File: src/hw/rtl/tilt_motor_bang_bang_assert.svh
// Assertion macros shared by the tilt motor controller RTL.
// Each macro expands to one labeled concurrent assertion that is clocked on the
// rising edge and disabled while the active-low reset is asserted.
`ifndef TILT_MOTOR_BANG_BANG_ASSERT_SVH
`define TILT_MOTOR_BANG_BANG_ASSERT_SVH

// Same-cycle implication.
`define TMBB_ASSERT_NOW(lbl, clk, rst_n, ante, cons, msg) \
    lbl: assert property (@(posedge clk) disable iff (!rst_n) (ante) |-> (cons)) \
        else $error(msg);

// Next-cycle implication.
`define TMBB_ASSERT_NEXT(lbl, clk, rst_n, ante, cons, msg) \
    lbl: assert property (@(posedge clk) disable iff (!rst_n) (ante) |=> (cons)) \
        else $error(msg);

`endif

File: src/hw/rtl/tmbb_pkg.sv
`timescale 1ns / 1ps
// ----------------------------------------------------------------------------
// tmbb_pkg
// Types and constants for the tilt-driven three-motor bang-bang controller.
// ----------------------------------------------------------------------------
package tmbb_pkg;

    localparam int SAMPLE_W   = 16;
    localparam int NUM_MOTORS = 3;
    localparam int NUM_STAGES = 5;
    localparam int DB_SHIFT   = 13;  // deadband is scaled by 8192

    typedef logic signed [SAMPLE_W-1:0] tmbb_sample_t;

    typedef struct packed {
        logic signed [15:0] gx;
        logic signed [15:0] gy;
    } tmbb_dir_t;

    // per-lane stage loads
    typedef struct packed {
        logic acc;      // item accepted: shift line and running sum
        logic ld_div;   // reciprocal multiply stage
        logic ld_mean;  // mean register
    } tmbb_lane_ctl_t;

    // merge stage loads
    typedef struct packed {
        logic ld_prod;  // gain products
        logic ld_out;   // output register
    } tmbb_merge_ctl_t;

    typedef enum logic [2:0] {
        REG_DEADBAND = 3'd0,
        REG_M1_GX    = 3'd1,
        REG_M1_GY    = 3'd2,
        REG_M2_GX    = 3'd3,
        REG_M2_GY    = 3'd4,
        REG_M3_GX    = 3'd5,
        REG_M3_GY    = 3'd6
    } tmbb_reg_e;

    localparam logic [15:0]        DEADBAND_RESET = 16'd979;
    localparam logic signed [15:0] M1_GX_RESET    = 16'sd16384;
    localparam logic signed [15:0] M1_GY_RESET    = 16'sd0;
    localparam logic signed [15:0] M2_GX_RESET    = -16'sd8192;
    localparam logic signed [15:0] M2_GY_RESET    = -16'sd14189;
    localparam logic signed [15:0] M3_GX_RESET    = -16'sd8192;
    localparam logic signed [15:0] M3_GY_RESET    = 16'sd14189;

endpackage

File: src/hw/rtl/tmbb_motor_merge.sv
`timescale 1ns / 1ps
// ----------------------------------------------------------------------------
// tmbb_motor_merge
// Merges the axis means: projects x/y onto three motor directions and makes
// the on/reverse decisions; holds the output register.
// ----------------------------------------------------------------------------
module tmbb_motor_merge (
    input  logic                                          aclk,
    input  tmbb_pkg::tmbb_merge_ctl_t                     ctl,
    input  tmbb_pkg::tmbb_sample_t                        mean_x_in,
    input  tmbb_pkg::tmbb_sample_t                        mean_y_in,
    input  tmbb_pkg::tmbb_sample_t                        mean_z_in,
    input  tmbb_pkg::tmbb_dir_t [tmbb_pkg::NUM_MOTORS-1:0] dirs,
    input  logic [15:0]                                   deadband,
    output tmbb_pkg::tmbb_sample_t                        mean_x,
    output tmbb_pkg::tmbb_sample_t                        mean_y,
    output tmbb_pkg::tmbb_sample_t                        mean_z,
    output logic [tmbb_pkg::NUM_MOTORS-1:0]               motor_on,
    output logic [tmbb_pkg::NUM_MOTORS-1:0]               motor_rev
);
    import tmbb_pkg::*;

    localparam int PROJ_W = 33;

    logic signed [31:0]       px_reg [NUM_MOTORS];
    logic signed [31:0]       py_reg [NUM_MOTORS];
    tmbb_sample_t             mx_reg;
    tmbb_sample_t             my_reg;
    tmbb_sample_t             mz_reg;
    logic signed [PROJ_W-1:0] proj [NUM_MOTORS];
    logic [PROJ_W-1:0]        proj_mag [NUM_MOTORS];
    logic [PROJ_W-1:0]        thr;
    logic [NUM_MOTORS-1:0]    on_next;
    logic [NUM_MOTORS-1:0]    rev_next;
    tmbb_sample_t             out_x_reg;
    tmbb_sample_t             out_y_reg;
    tmbb_sample_t             out_z_reg;
    logic [NUM_MOTORS-1:0]    on_reg;
    logic [NUM_MOTORS-1:0]    rev_reg;

    always_ff @(posedge aclk) begin
        if (ctl.ld_prod) begin
            for (int k = 0; k < NUM_MOTORS; k++) begin
                px_reg[k] <= 32'(dirs[k].gx) * 32'(mean_x_in);
                py_reg[k] <= 32'(dirs[k].gy) * 32'(mean_y_in);
            end
            mx_reg <= mean_x_in;
            my_reg <= mean_y_in;
            mz_reg <= mean_z_in;
        end
    end

    assign thr = PROJ_W'({deadband, {DB_SHIFT{1'b0}}});

    always_comb begin
        for (int k = 0; k < NUM_MOTORS; k++) begin
            proj[k]     = PROJ_W'(px_reg[k]) + PROJ_W'(py_reg[k]);
            proj_mag[k] = proj[k][PROJ_W-1] ? PROJ_W'(-proj[k]) : PROJ_W'(proj[k]);
            on_next[k]  = proj_mag[k] > thr;
            rev_next[k] = proj[k][PROJ_W-1] || (proj[k] == '0);
        end
    end

    always_ff @(posedge aclk) begin
        if (ctl.ld_out) begin
            out_x_reg <= mx_reg;
            out_y_reg <= my_reg;
            out_z_reg <= mz_reg;
            on_reg    <= on_next;
            rev_reg   <= rev_next;
        end
    end

    assign mean_x    = out_x_reg;
    assign mean_y    = out_y_reg;
    assign mean_z    = out_z_reg;
    assign motor_on  = on_reg;
    assign motor_rev = rev_reg;

endmodule

File: config.mk
export PLATFORM = sky130hd
export DESIGN_NAME = tmbb_motor_merge
export DESIGN_NICKNAME = d
export VERILOG_FILES = /design/src/hw/rtl/tilt_motor_bang_bang_assert.svh /design/src/hw/rtl/tmbb_pkg.sv /design/src/hw/rtl/tmbb_motor_merge.sv
export SDC_FILE = /design/constraint.sdc
export NUM_CORES = 2
export LEC_CHECK = 0
export BUFFER_PORTS_ARGS = -buffer_cell sky130_fd_sc_hd__buf_2
export CAP_MARGIN = 10
export CORE_UTILIZATION = 45
export DETAILED_ROUTE_END_ITERATION = 6
export PLACE_DENSITY_LB_ADDON = 0.2
export RECOVER_POWER = 25
export SETUP_SLACK_MARGIN = 0.2
export SLEW_MARGIN = 20
export SYNTH_ARGS = -nofsm -noshare
export SYNTH_HDL_FRONTEND = slang
export SYNTH_SLANG_ARGS = --single-unit
File: constraint.sdc
create_clock -name aclk -period 20.9 [get_ports aclk]
set_input_delay 1.045 -clock aclk [delete_from_list [all_inputs] [get_ports aclk]]
set_output_delay 1.045 -clock aclk [all_outputs]
set_load 0.01 [all_outputs]
==> impl_metrics.ini <==
[outcome]
status = finished, violations left
violations = capacitance limit, slew limit

[critical_path]
critPathMaxFanout = 49
required_ps = 21290
slowest_stage = clkbuf_1
setup.worst_path.class = primary input to register
rr_startpoint = px_reg[0][0]
worstRegToRegCells = 23
worstPathBufferInverterCount = 5
start_kind = primary input
end_kind = register
cpLargestDelayFamily = adder cells
arrival_ps = 9750
r2r-end = motor_on[0]
crit_path_max_incr_delay_ps = 2040
path_common_cell = fa_1
rrSetupSlack_ps = 14080

[timing]
worst_pin_slew_ps = 4450
setup_tns_ps = 0
rsz0062_at_grt = false
finalHoldViolations = 0
slew_headroom_pct = -197
slew_viol_final = 590
fin_crit_ps = 9360
fmax_mhz = 107
fin_skew_ps = 31.3
finalCritPeriodShare_pct = 44.8
finalSetupViolations = 0

[logic_synthesis]
syn_area_per_cell_um2 = 9.42
synthCells = 8132
synth_top_area_share_pct = 41.2
synth_top_cells_by_area = fa_1 41%, edfxtp_1 12%, ha_1 10%
synthArstFlopShare_pct = 0
synth_edf_count = 294
synth_top_cell_by_area = fa_1
ys_warn_count = 0
synthFlopType = edfxtp_1
synth_nets = 10500
syn_area_mm2 = 0.0766
ys_types = 91
yosysSeqAreaShare_pct = 11.5
synth_seq_cells = 294

[clock_tree]
post-cts-setup-buffer-count = 0
root_buffer = clkbuf_16
path_clk_slew_ps = 60
cts_resized = 0
clk_latency_ps = 640
numCtsBuffers = 43
clock_sinks = 294
holdBufCountCts = 0
h-tree-depth = 2
clockBufferDepth = 3
cts_tree = done

[detailed_routing]
dr.first_iter.drc_count = 3120
drc_errors = 0
vias = 54900
wl_per_cell_um = 18.9
dr.pass1.iters = 5
ant_nets = 0
vias_per_cell = 5.29
routed_wl_um = 197000

[floorplanning]
rows = 151
ios = 217
start_util_pct = 45.3
chipHeight_um = 415
die_w_um = 415
core_area_mm2 = 0.169
die-area_mm2 = 0.172

[run]
max-cap-violations = 12

[place]
portBuffers = 216
placedCellCount = 10300
place.gp.congestion = 0.911
dp.final_hpwl_um = 154000

[finish]
seq_area_mm2 = 0.00883
syn_to_final_growth_pct = 5.73
drive_gt1_share_pct = 4.39
final_nets = 10500
multi_input_area_mm2 = 0.0599
finalNonFillerCells = 10400
fill_cells = 16000

[global_route]
overflow = 0
grt_max_degree = 71
grt_use_total_pct = 23.7
grt_pass1_vias = 59700
antenna_found_initial = 13
grt_first_pass_wirelength_um = 322000

[worst_hold_path]
hp-class = register to register
min_delay_path_depth = 0
min_from = mx_reg[5]
min_to = mean_x[5]
cell families after synthesis:
family | after synthesis | share of synthesized area [%]
compound gates | 872 | 7.46
xor+xnor | 334 | 3.82
fa+ha+maj | 2214 | 51.6
buf+inv | 2094 | 10.3
flops | 294 | 11.5
mux | 7 | 0.0997
simple gates | 2317 | 15.2
cells in the mapped netlist (62+ instances only):
cell      number
nor2_1       248
ha_1         639
a21oi_1      260
xnor2_1      251
nor3_1        90
nand2b_1      62
o21ai_0      142
clkbuf_1     299
a21o_1       123
xor2_1        83
edfxtp_1     294
fa_1        1575
nand3_1       74
nand2_1      864
inv_1       1784
and2_1       761
cell type report:
| cell class | count | share of cell area (%) |
|---|---|---|
| well taps | 2218 | 3.43 |
| inverters | 1786 | 8.28 |
| diodes | 4 | 0.0124 |
| clock buffers | 47 | 1.35 |
| repair buffers | 255 | 1.64 |
| clock inverters | 32 | 0.423 |
| flip-flops and latches | 294 | 10.9 |
| multi-input cells | 5744 | 74.0 |
how the worst max path moves through the flow:
stage                       startpoint       endpoint  slack (ps)  depth (start not counted)
after detailed placement  mean_x_in[7]  px_reg[0][63]       12470                         25
final                     mean_x_in[2]  px_reg[0][63]       11540                         25
after CTS                 mean_x_in[7]  px_reg[0][63]       13160                         25
after floorplan           mean_x_in[1]  px_reg[0][63]       13290                         25
after global routing      mean_x_in[2]  px_reg[0][63]       11090                         25
after global placement    mean_x_in[7]  px_reg[0][63]       12400                         25
worst register-to-register path, cell delays in order, from the launching register on:
cell,delay [ps]
edfxtp_1,400
ha_1,220
inv_1,60
fa_1,430
nand2b_1,230
a21oi_1,350
o22ai_1,240
a21o_1,270
a21o_1,180
a211oi_1,570
or4b_1,570
nor3_1,480
and3b_1,310
nand3b_1,100
nand2_1,100
xnor2_1,80
ha_1,290
nand2_1,80
nor4_1,260
nand2_1,120
or4_1,400
o41ai_1,300
a31o_2,230
nand4_1,210
metrics by stage:
| stage | util [%] | worst slack (ps) | hold WS, ps | cell area (um^2) |
|---|---|---|---|---|
| final | 47.9 | 11540 | 413 | 81000 |
| after detailed placement | 47.1 | 12470 | 405 | 79600 |
| after global routing | 47.9 | 11090 | 416 | 81000 |
| after floorplan | - | 13290 | 400 | 76600 |
| after CTS | 47.9 | 13160 | 410 | 81000 |
| after global placement | 47.1 | 12400 | 400 | 79600 |
per-layer routing:
layer | vias up | global-route usage, % | wire length (um)
met2 | 1302 | 42.8 | 102000
li1 | 25000 | - | -
met5 | - | 0 | 84
met1 | 28200 | 29.0 | 78000
met3 | 342 | 3.00 | 8910
met4 | 14 | 8.00 | 7200
cell usage in the layout (no fill, tap or decap), drive strengths merged, types with 74 or more instances in the layout:
cell type and n:
inv 1793, fa 1575, nand2 864, and2 761, ha 639, edfxtp 294
a21oi 262, xnor2 251, nor2 249, buf 240, o21ai 148, a21o 123
nor3 90, xor2 83, nand3 74
Power is left out: the tool's default activity adds up to more than one toggle a clock period on the data nets, which glitch-free logic cannot reach.
