[src/hw/rtl/tilt_motor_bang_bang_assert.svh]
// Assertion macros shared by the tilt motor controller RTL.
// Each macro expands to one labeled concurrent assertion that is clocked on the
// rising edge and disabled while the active-low reset is asserted.
`ifndef TILT_MOTOR_BANG_BANG_ASSERT_SVH
`define TILT_MOTOR_BANG_BANG_ASSERT_SVH

// Same-cycle implication.
`define TMBB_ASSERT_NOW(lbl, clk, rst_n, ante, cons, msg) \
    lbl: assert property (@(posedge clk) disable iff (!rst_n) (ante) |-> (cons)) \
        else $error(msg);

// Next-cycle implication.
`define TMBB_ASSERT_NEXT(lbl, clk, rst_n, ante, cons, msg) \
    lbl: assert property (@(posedge clk) disable iff (!rst_n) (ante) |=> (cons)) \
        else $error(msg);

`endif

[src/hw/rtl/tmbb_pkg.sv]
`timescale 1ns / 1ps
// ----------------------------------------------------------------------------
// tmbb_pkg
// Types and constants for the tilt-driven three-motor bang-bang controller.
// ----------------------------------------------------------------------------
package tmbb_pkg;

    localparam int SAMPLE_W   = 16;
    localparam int NUM_MOTORS = 3;
    localparam int NUM_STAGES = 5;
    localparam int DB_SHIFT   = 13;  // deadband is scaled by 8192

    typedef logic signed [SAMPLE_W-1:0] tmbb_sample_t;

    typedef struct packed {
        logic signed [15:0] gx;
        logic signed [15:0] gy;
    } tmbb_dir_t;

    // per-lane stage loads
    typedef struct packed {
        logic acc;      // item accepted: shift line and running sum
        logic ld_div;   // reciprocal multiply stage
        logic ld_mean;  // mean register
    } tmbb_lane_ctl_t;

    // merge stage loads
    typedef struct packed {
        logic ld_prod;  // gain products
        logic ld_out;   // output register
    } tmbb_merge_ctl_t;

    typedef enum logic [2:0] {
        REG_DEADBAND = 3'd0,
        REG_M1_GX    = 3'd1,
        REG_M1_GY    = 3'd2,
        REG_M2_GX    = 3'd3,
        REG_M2_GY    = 3'd4,
        REG_M3_GX    = 3'd5,
        REG_M3_GY    = 3'd6
    } tmbb_reg_e;

    localparam logic [15:0]        DEADBAND_RESET = 16'd979;
    localparam logic signed [15:0] M1_GX_RESET    = 16'sd16384;
    localparam logic signed [15:0] M1_GY_RESET    = 16'sd0;
    localparam logic signed [15:0] M2_GX_RESET    = -16'sd8192;
    localparam logic signed [15:0] M2_GY_RESET    = -16'sd14189;
    localparam logic signed [15:0] M3_GX_RESET    = -16'sd8192;
    localparam logic signed [15:0] M3_GY_RESET    = 16'sd14189;

endpackage

[src/hw/rtl/tmbb_axis_lane.sv]
`timescale 1ns / 1ps
// ----------------------------------------------------------------------------
// tmbb_axis_lane
// One axis: shift-line window, running sum and truncating mean by reciprocal.
// ----------------------------------------------------------------------------
module tmbb_axis_lane #(
    parameter int WINDOW_LENGTH = 5
) (
    input  logic                         aclk,
    input  logic                         aresetn,
    input  tmbb_pkg::tmbb_lane_ctl_t     ctl,
    input  tmbb_pkg::tmbb_sample_t       sample,
    output tmbb_pkg::tmbb_sample_t       mean
);
    import tmbb_pkg::*;

    localparam int LOG_W  = $clog2(WINDOW_LENGTH);
    localparam int SUM_W  = SAMPLE_W + LOG_W;
    localparam int SHIFT  = SUM_W + LOG_W;
    localparam int RCP_W  = SHIFT + 1;
    localparam int PROD_W = SUM_W + RCP_W;
    localparam int QUO_W  = SAMPLE_W + 1;
    // ceil(2^SHIFT / W): exact floor division for all |sum| < 2^SUM_W
    localparam logic [63:0] RCP_FULL =
        ((64'd1 << SHIFT) + 64'(WINDOW_LENGTH) - 64'd1) / 64'(WINDOW_LENGTH);
    localparam logic [RCP_W-1:0] RCP = RCP_W'(RCP_FULL);

    tmbb_sample_t              line_reg [WINDOW_LENGTH];
    logic signed [SUM_W-1:0]   sum_reg;
    logic signed [SUM_W-1:0]   sum_next;
    logic [SUM_W-1:0]          mag;
    logic [PROD_W-1:0]         prod_reg;
    logic [PROD_W-1:0]         prod_next;
    logic                      neg_reg;
    logic [QUO_W-1:0]          quo;
    logic [QUO_W-1:0]          quo_signed;
    tmbb_sample_t              mean_reg;
    tmbb_sample_t              mean_next;

    // oldest sample leaves the window as the new one enters
    assign sum_next = sum_reg - SUM_W'(line_reg[WINDOW_LENGTH-1]) + SUM_W'(sample);

    always_ff @(posedge aclk) begin
        if (!aresetn) begin
            for (int i = 0; i < WINDOW_LENGTH; i++) begin
                line_reg[i] <= '0;
            end
            sum_reg <= '0;
        end else if (ctl.acc) begin
            line_reg[0] <= sample;
            for (int i = 1; i < WINDOW_LENGTH; i++) begin
                line_reg[i] <= line_reg[i-1];
            end
            sum_reg <= sum_next;
        end
    end

    // divide magnitude so the quotient truncates toward zero
    assign mag       = sum_reg[SUM_W-1] ? SUM_W'(-sum_reg) : SUM_W'(sum_reg);
    assign prod_next = PROD_W'(mag) * PROD_W'(RCP);

    always_ff @(posedge aclk) begin
        if (ctl.ld_div) begin
            prod_reg <= prod_next;
            neg_reg  <= sum_reg[SUM_W-1];
        end
    end

    assign quo        = prod_reg[SHIFT +: QUO_W];
    assign quo_signed = neg_reg ? QUO_W'(-quo) : quo;
    assign mean_next  = quo_signed[SAMPLE_W-1:0];

    always_ff @(posedge aclk) begin
        if (ctl.ld_mean) begin
            mean_reg <= mean_next;
        end
    end

    assign mean = mean_reg;

endmodule

[config.mk]
export PLATFORM = sky130hd
export DESIGN_NAME = tmbb_axis_lane
export DESIGN_NICKNAME = d
export VERILOG_FILES = /design/src/hw/rtl/tilt_motor_bang_bang_assert.svh /design/src/hw/rtl/tmbb_pkg.sv /design/src/hw/rtl/tmbb_axis_lane.sv
export SDC_FILE = /design/constraint.sdc
export NUM_CORES = 1
export LEC_CHECK = 0
export ABC_AREA = 1
export ABC_CLOCK_PERIOD_IN_PS = 6400
export BUFFER_PORTS_ARGS = -buffer_cell sky130_fd_sc_hd__buf_2
export CAP_MARGIN = 15
export CORE_MARGIN = 4
export CORE_UTILIZATION = 41
export DETAILED_ROUTE_END_ITERATION = 10
export PLACE_DENSITY = 0.56
export SYNTH_ARGS = -nofsm -noshare
export SYNTH_HDL_FRONTEND = slang
export SYNTH_SLANG_ARGS = --single-unit
[constraint.sdc]
create_clock -name aclk -period 6.4 [get_ports aclk]
set_input_delay 1.28 -clock aclk [delete_from_list [all_inputs] [get_ports aclk]]
set_output_delay 1.28 -clock aclk [all_outputs]
set_load 0.05 [all_outputs]
==> results of run 1 <==
==> cell families (layout without fill, tap and decap cells) <==
kind of cell,count (synthesis),in the layout,synth area share (%)
AO/OA/AOI/OAI,163,163,7.22
XOR/XNOR,39,39,2.80
adder cells (fa/ha/maj),268,268,32.8
buffers and inverters,432,511,12.7
flip-flops,132,132,29.3
AND/OR/NAND/NOR,453,453,15.2
==> how the worst max path moves through the flow <==
stage	depth (start not counted)	slack, ns	endpoint
final	26	0.32	prod_reg[34]
after global routing	27	0.009	prod_reg[36]
after CTS	25	0.04	prod_reg[33]
after detailed placement	25	0.05	prod_reg[33]
after global placement	26	0.18	prod_reg[35]
after floorplan	28	0.44	prod_reg[36]
==> through the flow <==
stage,cells,worst slack [ns],hold slack (ns),utilization [%],instance area [um2]
after floorplan,1487,0.442,0.444,-,12900
after global placement,1925,0.180,0.467,44.3,13600
after detailed placement,1925,0.0509,0.472,44.3,13600
after CTS,1957,0.0372,0.482,46.2,14200
after global routing,1962,0.00856,0.526,47.0,14500
final,1962,0.322,0.480,47.0,14500
==> layer usage <==
metal	wire (um)	track usage [%]
met1	12900	22.0
met2	14700	32.5
met3	735	3.00
met4	796	5.87
met5	0	0
==> what timing repair did <==
action / CTS / global route
setup endpoints to repair: 0 / 16
buffers inserted: 0 / 5
gates resized for setup: 0 / 55
==> cell usage after synthesis, types with 2 or more instances <==
cell and count:
a21boi_0 3, a21o_1 5, a21oi_1 63, a21oi_2 2, a31oi_1 6, clkbuf_1 12
dfxtp_1 19, edfxtp_1 113, fa_1 116, ha_1 152, inv_1 408, inv_2 9
nand2_1 191, nand2_2 16, nand3_1 35, nand3_2 4, nand3b_1 3, nand4_1 11
nor2_1 160, nor2_2 6, nor2_4 2, nor3_1 14, nor3_2 2, o211ai_1 2
o21a_1 2, o21ai_0 49, o21ai_1 9, o21bai_1 8, o22ai_1 5, o31ai_1 3
or2_2 2, xnor2_1 4, xor2_1 34
==> worst min-delay path, delay by kind of cell, from the launching register on <==
family        cells  cell delay [ns]
flops             1             0.32
simple gates      2             0.12
==> area by class of cell <==
class                   count  area, um2
flip-flops and latches    132       3770
fillers                  3025      16300
clock inverters            15        165
clock buffers              17        425
multi-input cells         923       7700
repair buffers             60        360
inverters                 419       1580
well taps                 396        495
==> cell usage in the layout (no fill, tap or decap), drive strengths merged, types with 39 or more instances in the layout <==
cell,count
buf,60
nand2,208
a21oi,65
inv,417
o21ai,60
ha,152
edfxtp,113
nand3,39
nor2,168
fa,116
==> impl_metrics.csv, run 1 <==
group,metric,value,unit
yosys,yosys_warnings,0,
clock_tree,cts_hold_buf,0,
sta,rsz0062_at_grt,"false",
die,fp.dieW,185,um
worst_setup_path,max_stage_delay,0.62,ns
clock_tree,cts_max_level,4,
worst_setup_path,cp.buffers_inverters,6,
sta,fin_setup_tns,0,ns
finish,layout-drive-gt1-share,12.3,%
drt,first_iter_violations,371,
drt,via_per_inst,4.71,
worst_hold_path,min_path_type,"reg -> reg",
place,gp_congestion,0.929,
clock_tree,cts_buffer_depth,2,
drt,route.detailed.drc,0,
yosys,synthArstFlopShare,0,%
worst_setup_path,crit_fanout,4,
drt,wl_per_cell,14.8,um
worst_setup_path,cp_slowest_cell,"fa_2",
clock_tree,cts_buffers,17,
sta,relSlewSlack,35.0,%
yosys,ys.flop_type,"edfxtp_1",
grt,antenna_found_initial,0,
grt,grt_max_degree,91,
die,pin_count,37,
die,placementRows,64,
clock_tree,clockRootBuffer,"clkbuf_16",
run,max-cap-violations,0,
sta,setup_viol,0,
grt,grt_pass1_wl,48.3,mm
grt,grt_pass1_vias,9738,
yosys,synth_top_area_share,26.3,%
clock_tree,clk_latency,0.44,ns
worst_setup_path,crit_type,"reg -> reg",
sta,timing.fmax,165,MHz
worst_setup_path,r2r_slack,0.32,ns
finish,n_antenna_cell,0,
sta,skew,0.00908,ns
die,dieArea,0.0343,mm2
sta,post-route-period-util,95.0,%
worst_setup_path,start_kind,"flop",
yosys,yosys.cell_types.count,50,
worst_setup_path,crit_top_cell,"inv_1",
worst_setup_path,critPathArrivalTime,6.28,ns
drt,ant_nets,0,
grt,grt_usage,18.1,%
yosys,synth.top_cells.by_area,"edfxtp_1 26%, fa_1 18%, ha_1 15%, inv_1 12%, nand2_1 5.6%",
die,initial_core_util,41.8,%
clock_tree,clkSlewWorstSetupHoldPaths,0.06,ns
worst_hold_path,hold_depth,2,
worst_hold_path,hp-start,"sum_reg[15]",
place,hpwl,24.4,mm
yosys,synth_edf_count,113,
worst_setup_path,worstPathRequired,6.60,ns
sta,hold_viol,0,
yosys,syn_inst,1487,
yosys,syn_nets,1776,
finish,syn_to_final_growth,12.6,%
yosys,synth_area,0.0129,mm2
clock_tree,cts_tree,"built",
drt,totalWireLength,29.1,mm
yosys,avgSynthCellArea,8.66,um2
sta,tightest_slew,0.975,ns
worst_setup_path,crit_family,"adder cells",
die,core_area,0.0308,mm2
worst_setup_path,worst_setup_path_end_kind,"flop",
yosys,synth_top_cell_by_area,"edfxtp_1",
finish,nets,1842,
worst_setup_path,r2r-start,"sum_reg[0]",
drt,via_count,9238,
clock_tree,cts.sinks,132,
finish,largest_reg_flops,80,
worst_setup_path,startpoint,"sum_reg[0]",
sta,fin_crit,6.08,ns
status,status,"finished, final reports clean",
worst_setup_path,rr_endpoint,"prod_reg[34]",
place,port_buffers,36,
yosys,yosysSeqAreaShare,29.3,%
drt,dr.pass1.iters,6,
worst_hold_path,whs_endpoint,"sum_reg[15]",
die,die_y,185,um
yosys,ys_ff_latch,132,
worst_setup_path,rr_worst_depth,26,
sta,drv_slew,0,
grt,grt_overflow,0,
Power of run 1 is left out: the tool's default activity adds up to more than one toggle a clock period on the data nets, which glitch-free logic cannot reach.
==> inputs of run 2 (changes only) <==
--- a/config.mk
+++ b/config.mk
@@ -5,14 +5,13 @@
 export SDC_FILE = /design/constraint.sdc
 export NUM_CORES = 1
 export LEC_CHECK = 0
-export ABC_AREA = 1
 export ABC_CLOCK_PERIOD_IN_PS = 6400
 export BUFFER_PORTS_ARGS = -buffer_cell sky130_fd_sc_hd__buf_2
 export CAP_MARGIN = 15
 export CORE_MARGIN = 4
 export CORE_UTILIZATION = 41
 export DETAILED_ROUTE_END_ITERATION = 10
-export PLACE_DENSITY = 0.56
+export PLACE_DENSITY = 0.57
 export SYNTH_ARGS = -nofsm -noshare
 export SYNTH_HDL_FRONTEND = slang
 export SYNTH_SLANG_ARGS = --single-unit
==> impl_metrics.csv, run 2 <==
group,metric,value,unit
die,fp.dieW,177,um
sta,relSlewSlack,35.4,%
status,violations,"setup timing",
finish,n_fill_cell,2560,
status,status,"complete, but fails checks",
drt,wl_per_cell,14.5,um
clock_tree,clockRootBuffer,"clkbuf_16",
clock_tree,cts_tree,"built",
finish,n_antenna_cell,0,
sta,layout_setup_ws,-0.482,ns
grt,grt_usage,16.4,%
yosys,synthArstFlopShare,0,%
finish,nets,1573,
drt,via_per_inst,4.75,
worst_setup_path,rr_endpoint,"prod_reg[34]",
yosys,synth.top_cells.by_area,"edfxtp_1 29%, fa_1 20%, ha_1 16%, inv_1 8.7%, xnor2_1 3.8%",
yosys,yosysSeqAreaShare,32.2,%
sta,setup_viol,14,
worst_hold_path,hold_depth,0,
die,initial_core_util,41.9,%
worst_setup_path,worstPathRequired,6.56,ns
finish,seq_area,0.00378,mm2
clock_tree,cts_buffers,17,
yosys,yosys_warnings,0,
grt,antenna_found_initial,0,
finish,layout-drive-gt1-share,22.8,%
sta,post-route-period-util,108,%
drt,ant_nets,0,
finish,final_cell_mix,"253 x inv_1, 137 x ha_1, 131 x buf_4",
drt,totalWireLength,24.3,mm
clock_tree,cts_hold_buf,0,
clock_tree,cts_buffer_depth,2,
grt,grt_max_degree,76,
worst_hold_path,hp-start,"prod_reg[22]",
worst_setup_path,critPathArrivalTime,7.04,ns
finish,instances_no_fill,1675,
place,place_area,0.0134,mm2
sta,fin_setup_tns,-4.90,ns
yosys,yosys.cell_types.count,50,
clock_tree,cts.sinks,132,
finish,fin_area,0.0144,mm2
sta,rsz0062_at_grt,"true",
drt,route.detailed.drc,0,
worst_setup_path,crit_family,"adder cells",
grt,grt_pass1_vias,8336,
sta,hold_viol,0,
worst_setup_path,r2r_slack,-0.48,ns
clock_tree,clk_latency,0.42,ns
clock_tree,clkSlewWorstSetupHoldPaths,0.07,ns
yosys,syn_nets,1406,
yosys,ys_ff_latch,132,
die,pin_count,37,
place,port_buffers,36,
sta,tightest_slew,0.967,ns
yosys,ys.flop_type,"edfxtp_1",
finish,final_util,51.2,%
sta,skew,0.0171,ns
worst_setup_path,startpoint,"sum_reg[5]",
die,die_y,177,um
worst_setup_path,crit_type,"reg -> reg",
worst_setup_path,crit_fanout,3,
die,placementRows,61,
worst_setup_path,worst_setup_path_end_kind,"flop",
place,gp_congestion,0.864,
finish,layout_commonest_cell,"inv_1",
yosys,synth_top_cell_by_area,"edfxtp_1",
yosys,avgSynthCellArea,10.5,um2
clock_tree,cts_max_level,4,
worst_setup_path,cp.buffers_inverters,4,
worst_hold_path,whs_endpoint,"mean[0]",
worst_setup_path,cp_slowest_cell,"or4b_4",
place,hpwl,19.1,mm
yosys,synth_area,0.0117,mm2
grt,grt_overflow,0,
worst_setup_path,max_stage_delay,0.55,ns
grt,grt_pass1_wl,41.2,mm
worst_setup_path,crit_top_cell,"inv_2",
die,dieArea,0.0314,mm2
finish,largest_reg_flops,80,
worst_hold_path,min_path_type,"reg -> reg",
finish,multi_input_area,0.00729,mm2
sta,fin_crit,6.88,ns
finish,syn_to_final_growth,22.3,%
drt,first_iter_violations,342,
die,core_area,0.0280,mm2
drt,dr.pass1.iters,4,
place,dp_cells,1633,
yosys,synthTopCellsByCount,"271 x inv_1, 152 x ha_1, 116 x fa_1",
worst_setup_path,r2r-start,"sum_reg[5]",
run,max-cap-violations,0,
sta,drv_slew,0,
worst_setup_path,rr_worst_depth,25,
worst_setup_path,start_kind,"flop",
yosys,synth_top_area_share,28.9,%
yosys,synth_edf_count,113,
sta,timing.fmax,145,MHz
yosys,syn_inst,1117,
yosys,yosys.cell_count.top_type,"inv_1",
drt,via_count,7949,
-- run 2: cell count changes in the layout (fill, tap and decap cells not counted), moves of 19 or more --
| cell | change |
|---|---|
| inv_1 | -152 |
| nand2_1 | -146 |
| nor2_1 | -113 |
| buf_4 | +107 |
| and3_1 | +69 |
| xnor2_1 | +41 |
| a21oi_1 | -31 |
| nand3_1 | -29 |
| nand2_2 | -19 |
-- run 2: worst max path at each step --
stage                              end  slack, ns  depth (start not counted)
after floorplan           prod_reg[35]      -0.23                         25
after global placement    prod_reg[35]      -0.50                         25
after detailed placement  prod_reg[36]      -0.62                         26
after CTS                 prod_reg[36]      -0.48                         25
after global routing      prod_reg[35]      -0.79                         27
final                     prod_reg[34]      -0.48                         25
-- run 2: per-layer routing --
metal	share of wire [%]	GRT usage, %	wire length, um	vias to the layer above
met5	0	0	0	-
met1	45	21.2	10900	3820
li1	-	-	-	4013
met2	51	29.0	12400	94
met3	2.3	2.22	554	22
met4	1.8	3.97	449	0
-- run 2: cells by family (layout without fill, tap and decap cells) --
family / after synthesis / count (layout) / share of synthesized area, %
AO/OA/AOI/OAI: 132 / 132 / 7.06
XOR/XNOR: 63 / 63 / 4.70
adder cells (fa/ha/maj): 268 / 268 / 36.0
buffers and inverters: 295 / 475 / 9.44
flip-flops: 132 / 132 / 32.2
multiplexers: 3 / 3 / 0.256
AND/OR/NAND/NOR: 224 / 224 / 10.4
-- run 2: layout make-up --
class                           count  share of cell area (%)
Clock buffer                       19                    3.16
Sequential cell                   132                    26.3
Timing Repair Buffer              172                    8.50
Inverter                          271                    7.11
Clock inverter                     13                   0.776
Multi-Input combinational cell    690                    50.8
Tap cell                          378                    3.30
-- run 2: timing repair --
action | CTS | global route
resized for setup | 45 | 28
setup endpoints to repair | 15 | 16
pin swaps | 54 | 31
setup buffers | 8 | 5
gates cloned | 0 | 0
hold endpoints to repair | 0 | 0
-- run 2: through the flow --
stage,hold slack [ns],worst slack [ns]
after floorplan,0.435,-0.235
after global placement,0.515,-0.501
after detailed placement,0.518,-0.617
after CTS,0.533,-0.478
after global routing,0.548,-0.793
final,0.532,-0.482
-- run 2: worst register-to-register path: stages, from the launching register on --
cell and delay (ns):
dfxtp_2 0.33, nor4_4 0.28, nand2_1 0.11, or4_4 0.51, or3_4 0.38, or4b_4 0.55
xnor2_4 0.17, fa_2 0.55, inv_2 0.04, fa_2 0.41, fa_1 0.51, inv_2 0.04
fa_1 0.51, inv_2 0.04, fa_1 0.51, inv_2 0.05, ha_4 0.27, nand2_2 0.05
nor2_1 0.09, o211ai_1 0.15, a21oi_2 0.21, nand2_2 0.08, o211ai_1 0.28, and2_4 0.24
a31oi_4 0.08, xnor2_1 0.17
Power of run 2 is left out for the same reason.
==> inputs of run 3 (changes only) <==
--- a/config.mk
+++ b/config.mk
@@ -8,6 +8,7 @@
 export ABC_CLOCK_PERIOD_IN_PS = 6400
 export BUFFER_PORTS_ARGS = -buffer_cell sky130_fd_sc_hd__buf_2
 export CAP_MARGIN = 15
+export CORE_ASPECT_RATIO = 0.8
 export CORE_MARGIN = 4
 export CORE_UTILIZATION = 41
 export DETAILED_ROUTE_END_ITERATION = 10
==> impl_metrics.csv, run 3 (synthesized netlist as in run 2, its figures left out) <==
group,metric,value,unit
sta,hold_slack,0.553,ns
finish,final_cell_mix,"256 x inv_1, 140 x ha_1, 132 x buf_4",
drt,first_iter_violations,266,
finish,nets,1573,
clock_tree,cts_tree,"built",
place,hpwl,19.3,mm
worst_setup_path,cp.buffers_inverters,4,
drt,highest_layer,"met4",
run,max-cap-violations,0,
sta,setup_viol,13,
finish,n_fill_cell,2579,
clock_tree,cts.sinks,132,
drt,via_per_inst,4.76,
worst_hold_path,hold_depth,0,
finish,syn_to_final_growth,22.8,%
worst_setup_path,crit_family,"adder cells",
grt,grt_pass1_vias,8363,
die,dieArea,0.0314,mm2
worst_setup_path,worstPathRequired,6.58,ns
sta,rsz0062_at_grt,"true",
sta,skew,0.00780,ns
sta,relSlewSlack,53.8,%
finish,layout-drive-gt1-share,22.9,%
clock_tree,cts_max_level,4,
worst_setup_path,worst_setup_path_end_kind,"flop",
clock_tree,cts_buffer_depth,2,
sta,drv_slew,0,
grt,grt_max_degree,51,
place,port_buffers,36,
drt,wl_met3,836,um
worst_setup_path,r2r_slack,-0.44,ns
drt,totalWireLength,24.1,mm
die,die_y,159,um
status,violations,"setup timing",
worst_setup_path,rr_worst_depth,25,
worst_setup_path,max_stage_delay,0.57,ns
clock_tree,clockRootBuffer,"clkbuf_16",
worst_setup_path,crit_fanout,3,
finish,n_antenna_cell,0,
grt,grt_pass1_wl,41.2,mm
sta,tightest_slew,0.692,ns
worst_setup_path,start_kind,"flop",
die,initial_core_util,41.6,%
die,pin_count,37,
die,fp.dieW,197,um
clock_tree,clk_latency,0.43,ns
sta,timing.fmax,146,MHz
worst_setup_path,crit_type,"reg -> reg",
status,status,"complete, but fails checks",
drt,route.detailed.drc,0,
grt,grt_overflow,0,
worst_setup_path,crit_top_cell,"inv_2",
worst_setup_path,cp_slowest_cell,"fa_2",
clock_tree,clkSlewWorstSetupHoldPaths,0.06,ns
grt,grt_usage,16.1,%
die,placementRows,55,
place,gp_congestion,0.865,
sta,fin_crit,6.84,ns
clock_tree,cts_buffers,17,
sta,post-route-period-util,107,%
sta,hold_viol,0,
finish,largest_reg_flops,80,
grt,antenna_found_initial,0,
finish,layout_commonest_cell,"inv_1",
drt,wl_per_cell,14.5,um
drt,wl_met2,11.6,mm
worst_setup_path,cp.depth,25,
drt,m1WireLength,11.5,mm
worst_hold_path,min_path_type,"reg -> reg",
die,core_area,0.0282,mm2
drt,via_count,7933,
worst_setup_path,critPathArrivalTime,7.02,ns
sta,layout_setup_ws,-0.439,ns
drt,dr.pass1.iters,4,
drt,ant_nets,0,
==> run 3: changes by cell type in the layout (fill, tap and decap cells not counted), sizes merged <==
cell	before	now
bufinv	0	3
clkbuf	19	18
clkinv	5	4
inv	279	277
clkinvlp	0	1
==> run 3: cell type report <==
cell class	instances	area [um2]	share of cell area, %
flip-flops and latches	132	3780	26.2
clock inverters	14	190	1.32
multi-input cells	690	7310	50.7
well taps	370	463	3.21
inverters	271	1020	7.09
clock buffers	18	429	2.98
repair buffers	172	1220	8.44
==> run 3: per-layer routing <==
metal / vias up / GRT usage (%)
met5: - / 0
met4: 0 / 3.25
met3: 16 / 3.26
met2: 76 / 26.5
met1: 3835 / 22.2
li1: 4006 / -
==> run 3: repair_timing <==
item	4_1_cts	5_1_grt
endpoints found under the setup margin	14	16
gates resized for setup	39	37
hold buffers	0	0
buffers inserted	11	7
pin swaps	58	33
==> run 3: worst paths after layout <==
path | start | end
max | sum_reg[5] | prod_reg[35]
max reg2reg | sum_reg[5] | prod_reg[35]
min reg2reg | prod_reg[22] | mean[0]
min | prod_reg[22] | mean[0]
==> run 3: worst register-to-register path, cell delays in order (launching register included) <==
cell      delay (ns)
dfxtp_2         0.33
nor4_4          0.27
nand2_1         0.10
or4_4           0.44
or3_4           0.38
or4b_4          0.55
xnor2_4         0.16
fa_2            0.57
inv_2           0.05
fa_2            0.44
fa_1            0.50
inv_2           0.04
fa_1            0.51
inv_2           0.04
fa_1            0.51
inv_2           0.04
ha_4            0.28
nand2_2         0.06
nor2_2          0.12
o211ai_1        0.14
a21oi_2         0.20
nand2_2         0.10
o211ai_1        0.28
a32oi_2         0.20
nor2b_4         0.17
xnor2_2         0.12
==> run 3: per-stage QoR <==
step                TNS [ns]  worst slack, ns  util [%]  cells  instance area, um2
finish                 -3.84           -0.439      51.1   1667               14400
global route           -8.10           -0.747      51.1   1667               14400
CTS                    -4.75           -0.470      50.3   1662               14200
detailed placement     -5.35           -0.538      47.2   1619               13300
global placement       -4.11           -0.429      47.2   1619               13300
floorplan              -1.59           -0.235         -   1117               11900
Power of run 3 is left out for the same reason.
